## src/hw/rtl/dar_pkg.sv

```systemverilog
// ----------------------------------------------------------------------------
// dar_pkg: shared types and constants for the device address registry
// Field widths, operation/status/event codes and the controller-datapath
// command and status bundles.
// ----------------------------------------------------------------------------
package dar_pkg;

    localparam int FUNC_W   = 3;
    localparam int LONG_W   = 64;
    localparam int SHORT_W  = 16;
    localparam int SEQ_W    = 32;
    localparam int STATUS_W = 2;
    localparam int KIND_W   = 2;
    localparam int FILL_W   = 5;

    // stream payload widths (tdata padded to whole bytes)
    localparam int S_TDATA_W = 112;
    localparam int S_TUSER_W = FUNC_W;
    localparam int M_TDATA_W = 120;
    localparam int M_TUSER_W = STATUS_W + KIND_W;
    localparam int M_PAD_W   = M_TDATA_W - (LONG_W + SHORT_W + 1 + SEQ_W + FILL_W);

    // operation codes
    localparam logic [FUNC_W-1:0] FUNC_UPSERT     = 3'd0;
    localparam logic [FUNC_W-1:0] FUNC_REMOVE     = 3'd1;
    localparam logic [FUNC_W-1:0] FUNC_HEARTBEAT  = 3'd2;
    localparam logic [FUNC_W-1:0] FUNC_FIND_LONG  = 3'd3;
    localparam logic [FUNC_W-1:0] FUNC_FIND_SHORT = 3'd4;

    // result status
    localparam logic [STATUS_W-1:0] STATUS_OK        = 2'd0;
    localparam logic [STATUS_W-1:0] STATUS_NOT_FOUND = 2'd1;
    localparam logic [STATUS_W-1:0] STATUS_FULL      = 2'd2;

    // event kinds
    localparam logic [KIND_W-1:0] EVENT_NONE      = 2'd0;
    localparam logic [KIND_W-1:0] EVENT_ONLINE    = 2'd1;
    localparam logic [KIND_W-1:0] EVENT_OFFLINE   = 2'd2;
    localparam logic [KIND_W-1:0] EVENT_HEARTBEAT = 2'd3;

    typedef struct packed {
        logic [LONG_W-1:0]  long_addr;
        logic [SHORT_W-1:0] net_addr;
        logic               online;
        logic [SEQ_W-1:0]   seq;
    } entry_t;

    // controller -> datapath
    typedef struct packed {
        logic start;    // latch operands, restart scan
        logic scan;     // issue next table read
        logic resolve;  // search done: update table and result
        logic swap_rd;  // read last entry
        logic swap_wr;  // write last entry into the hole
        logic emit;     // move result into output register
    } ctrl_cmd_t;

    // datapath -> controller
    typedef struct packed {
        logic hit;
        logic miss;
        logic need_swap;
    } ctrl_sts_t;

endpackage

```

## src/hw/rtl/dar_ctrl.sv

```systemverilog
// ----------------------------------------------------------------------------
// dar_ctrl: operation sequencer
// One-hot state machine that steps an operation through search, optional
// swap-remove and result hand-off; owns both stream handshakes.
// ----------------------------------------------------------------------------
module dar_ctrl (
    input  logic               aclk,
    input  logic               aresetn,
    input  logic               s_tvalid,
    output logic               s_tready,
    output logic               m_tvalid,
    input  logic               m_tready,
    input  dar_pkg::ctrl_sts_t sts,
    output dar_pkg::ctrl_cmd_t cmd
);

    typedef enum logic [4:0] {
        ST_IDLE    = 5'b00001,
        ST_SCAN    = 5'b00010,
        ST_SWAP_RD = 5'b00100,
        ST_SWAP_WR = 5'b01000,
        ST_EMIT    = 5'b10000
    } state_t;

    state_t state_reg, state_next;
    logic   m_tvalid_reg, m_tvalid_next;
    logic   out_free;

    assign s_tready = (state_reg == ST_IDLE);
    assign m_tvalid = m_tvalid_reg;
    assign out_free = !m_tvalid_reg || m_tready;

    always_comb begin
        cmd         = '0;
        cmd.start   = (state_reg == ST_IDLE) && s_tvalid;
        cmd.scan    = (state_reg == ST_SCAN);
        cmd.resolve = (state_reg == ST_SCAN) && (sts.hit || sts.miss);
        cmd.swap_rd = (state_reg == ST_SWAP_RD);
        cmd.swap_wr = (state_reg == ST_SWAP_WR);
        cmd.emit    = (state_reg == ST_EMIT) && out_free;
    end

    always_comb begin
        state_next = state_reg;
        unique case (state_reg)
            ST_IDLE: begin
                if (s_tvalid) state_next = ST_SCAN;
            end
            ST_SCAN: begin
                if (sts.hit || sts.miss) begin
                    state_next = sts.need_swap ? ST_SWAP_RD : ST_EMIT;
                end
            end
            ST_SWAP_RD: state_next = ST_SWAP_WR;
            ST_SWAP_WR: state_next = ST_EMIT;
            ST_EMIT: begin
                if (out_free) state_next = ST_IDLE;
            end
            default: state_next = ST_IDLE;
        endcase
    end

    always_comb begin
        m_tvalid_next = m_tvalid_reg;
        if (cmd.emit) m_tvalid_next = 1'b1;
        else if (m_tready) m_tvalid_next = 1'b0;
    end

    always_ff @(posedge aclk) begin
        if (!aresetn) begin
            state_reg    <= ST_IDLE;
            m_tvalid_reg <= 1'b0;
        end else begin
            state_reg    <= state_next;
            m_tvalid_reg <= m_tvalid_next;
        end
    end

endmodule

```

## src/hw/rtl/dar_datapath.sv

```systemverilog
// ----------------------------------------------------------------------------
// dar_datapath: entry table, search pipeline and result registers
// One-write/one-read table memory with registered read, a sequential key
// compare, fill counter and the output payload register.
// ----------------------------------------------------------------------------
module dar_datapath #(
    parameter int ENTRIES = 16
) (
    input  logic                          aclk,
    input  logic                          aresetn,
    input  logic [dar_pkg::FUNC_W-1:0]    in_func,
    input  logic [dar_pkg::LONG_W-1:0]    in_long,
    input  logic [dar_pkg::SHORT_W-1:0]   in_net,
    input  logic [dar_pkg::SEQ_W-1:0]     in_seq,
    input  dar_pkg::ctrl_cmd_t            cmd,
    output dar_pkg::ctrl_sts_t            sts,
    output logic [dar_pkg::STATUS_W-1:0]  out_status,
    output logic [dar_pkg::KIND_W-1:0]    out_kind,
    output dar_pkg::entry_t               out_entry,
    output logic [dar_pkg::FILL_W-1:0]    out_fill
);

    localparam int IDX_W = (ENTRIES > 1) ? $clog2(ENTRIES) : 1;
    localparam int CNT_W = $clog2(ENTRIES + 1);
    localparam int FW    = dar_pkg::FILL_W;
    localparam logic [CNT_W-1:0] CNT_FULL = CNT_W'(ENTRIES);

    dar_pkg::entry_t table_mem [ENTRIES];

    // operands
    logic [dar_pkg::FUNC_W-1:0]  op_func_reg;
    logic [dar_pkg::LONG_W-1:0]  op_long_reg;
    logic [dar_pkg::SHORT_W-1:0] op_net_reg;
    logic [dar_pkg::SEQ_W-1:0]   op_seq_reg;

    // search
    logic [CNT_W-1:0] count_reg, count_next;
    logic [CNT_W-1:0] scan_idx_reg;
    logic             rd_valid_reg;
    logic [IDX_W-1:0] cmp_idx_reg;
    logic [IDX_W-1:0] hole_idx_reg;
    dar_pkg::entry_t  rd_data_reg;

    // pending result and output register
    logic [dar_pkg::STATUS_W-1:0] res_status_reg, res_status_next;
    logic [dar_pkg::KIND_W-1:0]   res_kind_reg, res_kind_next;
    dar_pkg::entry_t              res_entry_reg, res_entry_next;
    logic [dar_pkg::STATUS_W-1:0] m_status_reg;
    logic [dar_pkg::KIND_W-1:0]   m_kind_reg;
    dar_pkg::entry_t              m_entry_reg;
    logic [FW-1:0]                m_fill_reg;

    logic             use_long, use_short, match, scan_more;
    logic             rd_en, wr_en;
    logic [IDX_W-1:0] rd_addr, wr_addr;
    dar_pkg::entry_t  wr_data;
    dar_pkg::entry_t  fresh;

    assign use_long  = (op_func_reg == dar_pkg::FUNC_UPSERT)
                    || (op_func_reg == dar_pkg::FUNC_HEARTBEAT)
                    || (op_func_reg == dar_pkg::FUNC_FIND_LONG);
    assign use_short = (op_func_reg == dar_pkg::FUNC_REMOVE)
                    || (op_func_reg == dar_pkg::FUNC_FIND_SHORT);
    assign match = rd_valid_reg
                && ((use_long && (rd_data_reg.long_addr == op_long_reg))
                 || (use_short && (rd_data_reg.net_addr == op_net_reg)));
    assign scan_more = (scan_idx_reg < count_reg);

    // first match wins: entries are compared in index order
    assign sts.hit  = match;
    assign sts.miss = !match && !rd_valid_reg && !scan_more;
    assign sts.need_swap = match && (op_func_reg == dar_pkg::FUNC_REMOVE)
        && (((CNT_W+1)'(cmp_idx_reg) + (CNT_W+1)'(1)) < (CNT_W+1)'(count_reg));

    assign rd_en   = (cmd.scan && scan_more) || cmd.swap_rd;
    assign rd_addr = cmd.swap_rd ? count_reg[IDX_W-1:0] : scan_idx_reg[IDX_W-1:0];

    // freshly registered entry for upsert
    always_comb begin
        fresh           = '0;
        fresh.long_addr = op_long_reg;
        fresh.net_addr  = op_net_reg;
        fresh.online    = 1'b1;
    end

    always_comb begin
        wr_en           = 1'b0;
        wr_addr         = cmp_idx_reg;
        wr_data         = fresh;
        count_next      = count_reg;
        res_status_next = res_status_reg;
        res_kind_next   = res_kind_reg;
        res_entry_next  = res_entry_reg;
        if (cmd.resolve) begin
            res_status_next = dar_pkg::STATUS_NOT_FOUND;
            res_kind_next   = dar_pkg::EVENT_NONE;
            res_entry_next  = '0;
            case (op_func_reg)
                dar_pkg::FUNC_UPSERT: begin
                    if (match) begin
                        wr_en           = 1'b1;
                        res_status_next = dar_pkg::STATUS_OK;
                        res_kind_next   = dar_pkg::EVENT_ONLINE;
                        res_entry_next  = fresh;
                    end else if (count_reg >= CNT_FULL) begin
                        res_status_next = dar_pkg::STATUS_FULL;
                    end else begin
                        wr_en           = 1'b1;
                        wr_addr         = count_reg[IDX_W-1:0];
                        count_next      = count_reg + CNT_W'(1);
                        res_status_next = dar_pkg::STATUS_OK;
                        res_kind_next   = dar_pkg::EVENT_ONLINE;
                        res_entry_next  = fresh;
                    end
                end
                dar_pkg::FUNC_REMOVE: begin
                    if (match) begin
                        count_next      = count_reg - CNT_W'(1);
                        res_status_next = dar_pkg::STATUS_OK;
                        res_kind_next   = dar_pkg::EVENT_OFFLINE;
                        res_entry_next  = rd_data_reg;
                    end
                end
                dar_pkg::FUNC_HEARTBEAT: begin
                    if (match) begin
                        wr_en           = 1'b1;
                        wr_data         = rd_data_reg;
                        wr_data.online  = 1'b1;
                        wr_data.seq     = op_seq_reg;
                        res_status_next = dar_pkg::STATUS_OK;
                        res_kind_next   = dar_pkg::EVENT_HEARTBEAT;
                        res_entry_next  = wr_data;
                    end
                end
                dar_pkg::FUNC_FIND_LONG, dar_pkg::FUNC_FIND_SHORT: begin
                    if (match) begin
                        res_status_next = dar_pkg::STATUS_OK;
                        res_entry_next  = rd_data_reg;
                    end
                end
                default: ;
            endcase
        end else if (cmd.swap_wr) begin
            // move the last entry into the removed slot
            wr_en   = 1'b1;
            wr_addr = hole_idx_reg;
            wr_data = rd_data_reg;
        end
    end

    // table memory
    always_ff @(posedge aclk) begin
        if (wr_en) table_mem[wr_addr] <= wr_data;
        if (rd_en) rd_data_reg <= table_mem[rd_addr];
    end

    always_ff @(posedge aclk) begin
        if (!aresetn) begin
            count_reg    <= '0;
            rd_valid_reg <= 1'b0;
            scan_idx_reg <= '0;
        end else begin
            count_reg <= count_next;
            if (cmd.start) begin
                scan_idx_reg <= '0;
                rd_valid_reg <= 1'b0;
            end else if (cmd.scan) begin
                rd_valid_reg <= scan_more;
                if (scan_more) scan_idx_reg <= scan_idx_reg + CNT_W'(1);
            end else begin
                rd_valid_reg <= 1'b0;
            end
        end
    end

    always_ff @(posedge aclk) begin
        if (cmd.start) begin
            op_func_reg <= in_func;
            op_long_reg <= in_long;
            op_net_reg  <= in_net;
            op_seq_reg  <= in_seq;
        end
        if (cmd.scan) cmp_idx_reg <= scan_idx_reg[IDX_W-1:0];
        if (cmd.resolve) hole_idx_reg <= cmp_idx_reg;
        res_status_reg <= res_status_next;
        res_kind_reg   <= res_kind_next;
        res_entry_reg  <= res_entry_next;
        if (cmd.emit) begin
            m_status_reg <= res_status_reg;
            m_kind_reg   <= res_kind_reg;
            m_entry_reg  <= res_entry_reg;
            m_fill_reg   <= FW'(count_reg);
        end
    end

    assign out_status = m_status_reg;
    assign out_kind   = m_kind_reg;
    assign out_entry  = m_entry_reg;
    assign out_fill   = m_fill_reg;

endmodule

```

## src/hw/rtl/device_address_registry_unit.sv

```systemverilog
// ----------------------------------------------------------------------------
// device_address_registry_unit: node table keyed by 64-bit long address
// Upsert, remove-by-short (swap with last), heartbeat and two lookups over a
// table of up to ENTRIES nodes, one result transfer per input transfer.
// ----------------------------------------------------------------------------
// The block handles one operation at a time. An operation is taken when the
// unit is idle. The table memory is then searched one entry per cycle in
// index order, with a registered read and the compare in the cycle after
// the read, so the first match wins. A remove that leaves a hole below the
// last entry adds a move: the last entry is read, then written into the hole.
// With a full table of 16 entries the slowest operations are a miss and a
// remove of entry 14, which needs the move. The single read port of the
// table memory sets the search time. The finished result sits in an output
// register, so the next operation can be taken while the sink still holds the
// result off. That next operation then waits in its last step until the
// output register is free. Table contents are undefined after reset. Of the
// table state only the fill count is cleared, and entries at or beyond it
// are never searched. Unused operation codes return "not found" after a
// scan that never matches.
// ----------------------------------------------------------------------------
module device_address_registry_unit #(
    parameter int ENTRIES = 16
) (
    input  logic                            aclk,
    input  logic                            aresetn,
    // operation input
    input  logic                            s_tvalid,
    output logic                            s_tready,
    // [63:0] long_addr, [79:64] net_addr, [111:80] beat_seq
    input  logic [dar_pkg::S_TDATA_W-1:0]   s_tdata,
    // [2:0] func
    input  logic [dar_pkg::S_TUSER_W-1:0]   s_tuser,
    // result output
    output logic                            m_tvalid,
    input  logic                            m_tready,
    // [63:0] entry_long, [79:64] entry_short, [80] entry_online,
    // [112:81] entry_seq, [117:113] fill, [119:118] zero
    output logic [dar_pkg::M_TDATA_W-1:0]   m_tdata,
    // [1:0] status, [3:2] event_kind
    output logic [dar_pkg::M_TUSER_W-1:0]   m_tuser
);

    localparam int LW = dar_pkg::LONG_W;
    localparam int SW = dar_pkg::SHORT_W;
    localparam int QW = dar_pkg::SEQ_W;

    dar_pkg::ctrl_cmd_t cmd;
    dar_pkg::ctrl_sts_t sts;

    logic [dar_pkg::STATUS_W-1:0] out_status;
    logic [dar_pkg::KIND_W-1:0]   out_kind;
    dar_pkg::entry_t              out_entry;
    logic [dar_pkg::FILL_W-1:0]   out_fill;

    // sequencer: handshakes and per-operation steps
    dar_ctrl u_ctrl (
        .aclk     (aclk),
        .aresetn  (aresetn),
        .s_tvalid (s_tvalid),
        .s_tready (s_tready),
        .m_tvalid (m_tvalid),
        .m_tready (m_tready),
        .sts      (sts),
        .cmd      (cmd)
    );

    // table memory, search compare and result registers
    dar_datapath #(
        .ENTRIES (ENTRIES)
    ) u_datapath (
        .aclk       (aclk),
        .aresetn    (aresetn),
        .in_func    (s_tuser),
        .in_long    (s_tdata[LW-1:0]),
        .in_net     (s_tdata[LW+SW-1:LW]),
        .in_seq     (s_tdata[LW+SW+QW-1:LW+SW]),
        .cmd        (cmd),
        .sts        (sts),
        .out_status (out_status),
        .out_kind   (out_kind),
        .out_entry  (out_entry),
        .out_fill   (out_fill)
    );

    assign m_tdata = {{dar_pkg::M_PAD_W{1'b0}}, out_fill, out_entry.seq,
                      out_entry.online, out_entry.net_addr, out_entry.long_addr};
    assign m_tuser = {out_kind, out_status};

endmodule

```

## config.mk

```make
export PLATFORM = sky130hd
export DESIGN_NAME = device_address_registry_unit
export DESIGN_NICKNAME = d
export VERILOG_FILES = /design/src/hw/rtl/dar_pkg.sv /design/src/hw/rtl/dar_ctrl.sv /design/src/hw/rtl/dar_datapath.sv /design/src/hw/rtl/device_address_registry_unit.sv
export SDC_FILE = /design/constraint.sdc
export NUM_CORES = 2
export LEC_CHECK = 0
export BUFFER_PORTS_ARGS = -buffer_cell sky130_fd_sc_hd__buf_4
export CAP_MARGIN = 5
export CELL_PAD_IN_SITES_DETAIL_PLACEMENT = 1
export CELL_PAD_IN_SITES_GLOBAL_PLACEMENT = 1
export CORE_AREA = 2 2 416 418
export DETAILED_ROUTE_END_ITERATION = 10
export DIE_AREA = 0 0 418 420
export PLACE_DENSITY_LB_ADDON = 0.1
export SLEW_MARGIN = 20
export SYNTH_ARGS = -nofsm -noshare
export SYNTH_HDL_FRONTEND = slang
export SYNTH_SLANG_ARGS = --single-unit
```

## constraint.sdc

```tcl
create_clock -name aclk -period 19 [get_ports aclk]
set_input_delay 2.85 -clock aclk [delete_from_list [all_inputs] [get_ports aclk]]
set_output_delay 2.85 -clock aclk [all_outputs]
set_load 0.01 [all_outputs]
```

==> flow_summary.yaml <==
run_status:
  status: "finished clean"
clocking:
  cts_resized: 0
  cts_made_buffers: 231
  tritoncts: "built"
  cts_buffer_depth: 3
  clk_pin_slew_ns: 0.06
  cts.sinks: 2300
  post_cts_buffers: 0
  ctsHoldBuffers: 0
  clock_latency_ns: 0.87
  ctsRootBufferMaster: "clkbuf_16"
  cts.htree.levels: 4
synth:
  synth_edf_count: 2283
  yosys_warnings: 0
  synth_mux_area_share_pct: 0.257
  netlist_area_um2: 90000
  synth_cell_type_count: 60
  synth-adder-area-share_pct: 0.203
  netlist_instances: 5975
  async_reset_ff_share_pct: 0
  synthSimpleGateAreaFrac_pct: 8.43
  syn_area_per_cell_um2: 15.1
  synth_seq_area_share_pct: 76.6
  synthXorXnorAreaFrac_pct: 0.769
  synth_compound_area_share_pct: 11.7
  ys_ff_latch: 2300
  synth_top_family_by_area: "compound AO/OA/AOI/OAI gates"
  synth_ff_type: "edfxtp_1"
drt:
  routedWlPerCell_um: 30.1
  finalWirelength_um: 257000
  vias: 54147
  dr.pass1.iters: 5
  drc: 0
  viasPerCell: 6.33
  drt_iter0_markers: 5451
  ant_nets: 0
global_route:
  grt_pass1_vias: 56319
  grt_overflow: 0
  grt_pass1_wl_um: 373000
  antenna_found_initial: 3
  grt_usage_pct: 29.1
  grt_max_degree: 219
finish:
  area_growth_pct: 12.7
  final_cell_count_no_fill: 8548
  drive_above_1_share_pct: 11.2
  fin_nets: 6250
  final_area_um2: 101000
  largest_reg_flops: 1808
  fill_cells: 15437
  max_flop_register: "u_datapath.table_mem"
floorplan:
  ioPinCount: 245
  dieArea_um2: 176000
  core-area_um2: 171000
  die_w_um: 418
  die-height_um: 420
  rows: 152
  initial_core_util_pct: 52.6
placement:
  gp_congestion: 0.793
  dp.cells: 8116
  portBuffers: 242
  preCtsSetupSlack_ns: 13.27
  placed_cell_area_um2: 93900
  hpwl_um: 131000
setup_path:
  worstPathMaxFanout: 42
  crit_arrival_ns: 6.46
  cp-start-kind: "flop"
  crit_path_end_kind: "flop"
  regToRegSetupSlack_ns: 13.25
  path_class: "flop to flop"
  cp.required_ns: 19.72
sta:
  slew_viol_final: 0
  setup_viol: 0
  hold_violations: 0
  slew_headroom_pct: 20.3
  rsz0062_at_grt: "false"
  setup_tns_ns: 0
  fin_ws_ns: 13.25
  fin_worst_skew_ns: 0.0386
  worst_pin_slew_ns: 1.20
  fmax_mhz: 174
  fin_crit_sh_pct: 30.2
  fin_crit_ns: 5.75
flow_run:
  drv_cap: 0
worst_hold_path:
  hold_path_class: "flop to flop"
pwr:
  internal-power_w: 0.00823
  pwr_density_cell_nw_per_um2: 102
  p_sw_w: 0.00208
  vdd_drop_max_v: 0.000103
  p_leak_nw: 32.4
  pwr-share-comb_pct: 1.6
  seq_power_share_pct: 54.7
  switching_share_pct: 20.1
  pwr-share-clk_pct: 43.7
-- cell usage after synthesis (7+ instances only) --
master,instances,area (um2)
a211oi_1,567,4260
a21oi_1,239,1200
a22o_1,114,998
a311oi_1,226,1980
a31oi_1,226,1410
a32o_1,32,320
and2_0,21,131
and2_1,435,2720
buf_1,29,109
buf_2,71,355
buf_6,9,101
clkbuf_1,320,1200
dfxtp_1,17,340
edfxtp_1,2283,68600
ha_1,13,163
inv_1,22,82.6
mux2_2,17,191
nand2_1,1093,4100
nand2b_1,15,93.8
nand3_1,7,35.0
nand4_1,11,68.8
nor2_1,21,78.8
nor4_1,28,175
o21ai_0,17,85.1
xnor2_1,26,228
xor2_1,53,464
-- placed cells by master, fill, tap and decap left out, drive strengths merged, types with 3 or more instances in the layout --
master / n
nor3: 5
a32o: 32
dfxtp: 17
and2: 456
inv: 29
buf: 340
a21o: 5
a22o: 114
a211oi: 567
ha: 13
nand4: 11
a41o: 3
bufinv: 22
xnor2: 26
o21ai: 18
o221ai: 5
a21oi: 240
clkinvlp: 9
nand3: 7
xor2: 53
nand2: 1093
a31oi: 226
nor4: 29
mux2i: 4
mux2: 17
nor2: 21
and3: 5
clkbuf: 288
edfxtp: 2283
a311oi: 226
clkinv: 105
nand2b: 15
-- final timing paths --
kind                                     start                           end  depth (start not counted)
hold reg to reg   u_datapath.res_entry_reg[59]      u_datapath.out_entry[59]                          0
setup / recovery     u_datapath.op_long_reg[5]  u_datapath.res_entry_reg[73]                          9
setup reg to reg     u_datapath.op_long_reg[5]  u_datapath.res_entry_reg[73]                          9
hold / removal    u_datapath.res_entry_reg[59]      u_datapath.out_entry[59]                          0
-- power groups by stage --
stage	clock (W)	combinational, W	sequential (W)
final	0.00450	0.000169	0.00564
after global routing	0.00474	0.000179	0.00563
after CTS	0.00456	0.000169	0.00564
after detailed placement	0	0.000168	0.00574
after global placement	0	0.000162	0.00574
after floorplan	0	0.0000746	0.00573
-- per-stage QoR --
step,hold slack [ns],util (%),power (W)
after floorplan,0.400,-,0.00580
after CTS,0.419,59.3,0.0104
after detailed placement,0.406,54.9,0.00591
after global placement,0.402,54.9,0.00590
after global routing,0.426,59.3,0.0106
final,0.405,59.3,0.0103
-- worst max-delay path, stage by stage (launching register included) --
cell,delay [ns]
edfxtp_1,0.51
xnor2_1,0.79
nand4_1,0.43
nor4_1,0.30
and4_1,0.47
a21o_2,0.26
and3_2,0.98
or2_4,0.75
buf_4,0.78
a22o_1,0.24
-- final cells by class --
class	count	area, um2	area share, %
Timing Repair Buffer	340	2740	2.70
Tap cell	2233	2790	2.76
Sequential cell	2300	68900	68.0
Inverter	23	91.3	0.0901
Antenna cell	1	2.50	0.00247
Clock buffer	288	6170	6.09
Clock inverter	142	1260	1.24
Multi-Input combinational cell	3221	19400	19.2
-- cell families after synthesis --
logic type / count (synthesis)
xor+xnor: 79
buf+inv: 455
compound gates: 1452
fa+ha+maj: 14
flops: 2300
other cells: 1
mux: 21
simple gates: 1653
-- layer usage --
metal | global-route usage, % | vias up | share of wire (%)
met3 | 3.49 | 471 | 4.9
met2 | 49.9 | 1672 | 51
met5 | 0 | - | 0
met4 | 11.9 | 0 | 4.1
met1 | 37.7 | 28567 | 40
li1 | - | 23437 | -
Note: power is estimated with default switching activity, not from simulation.
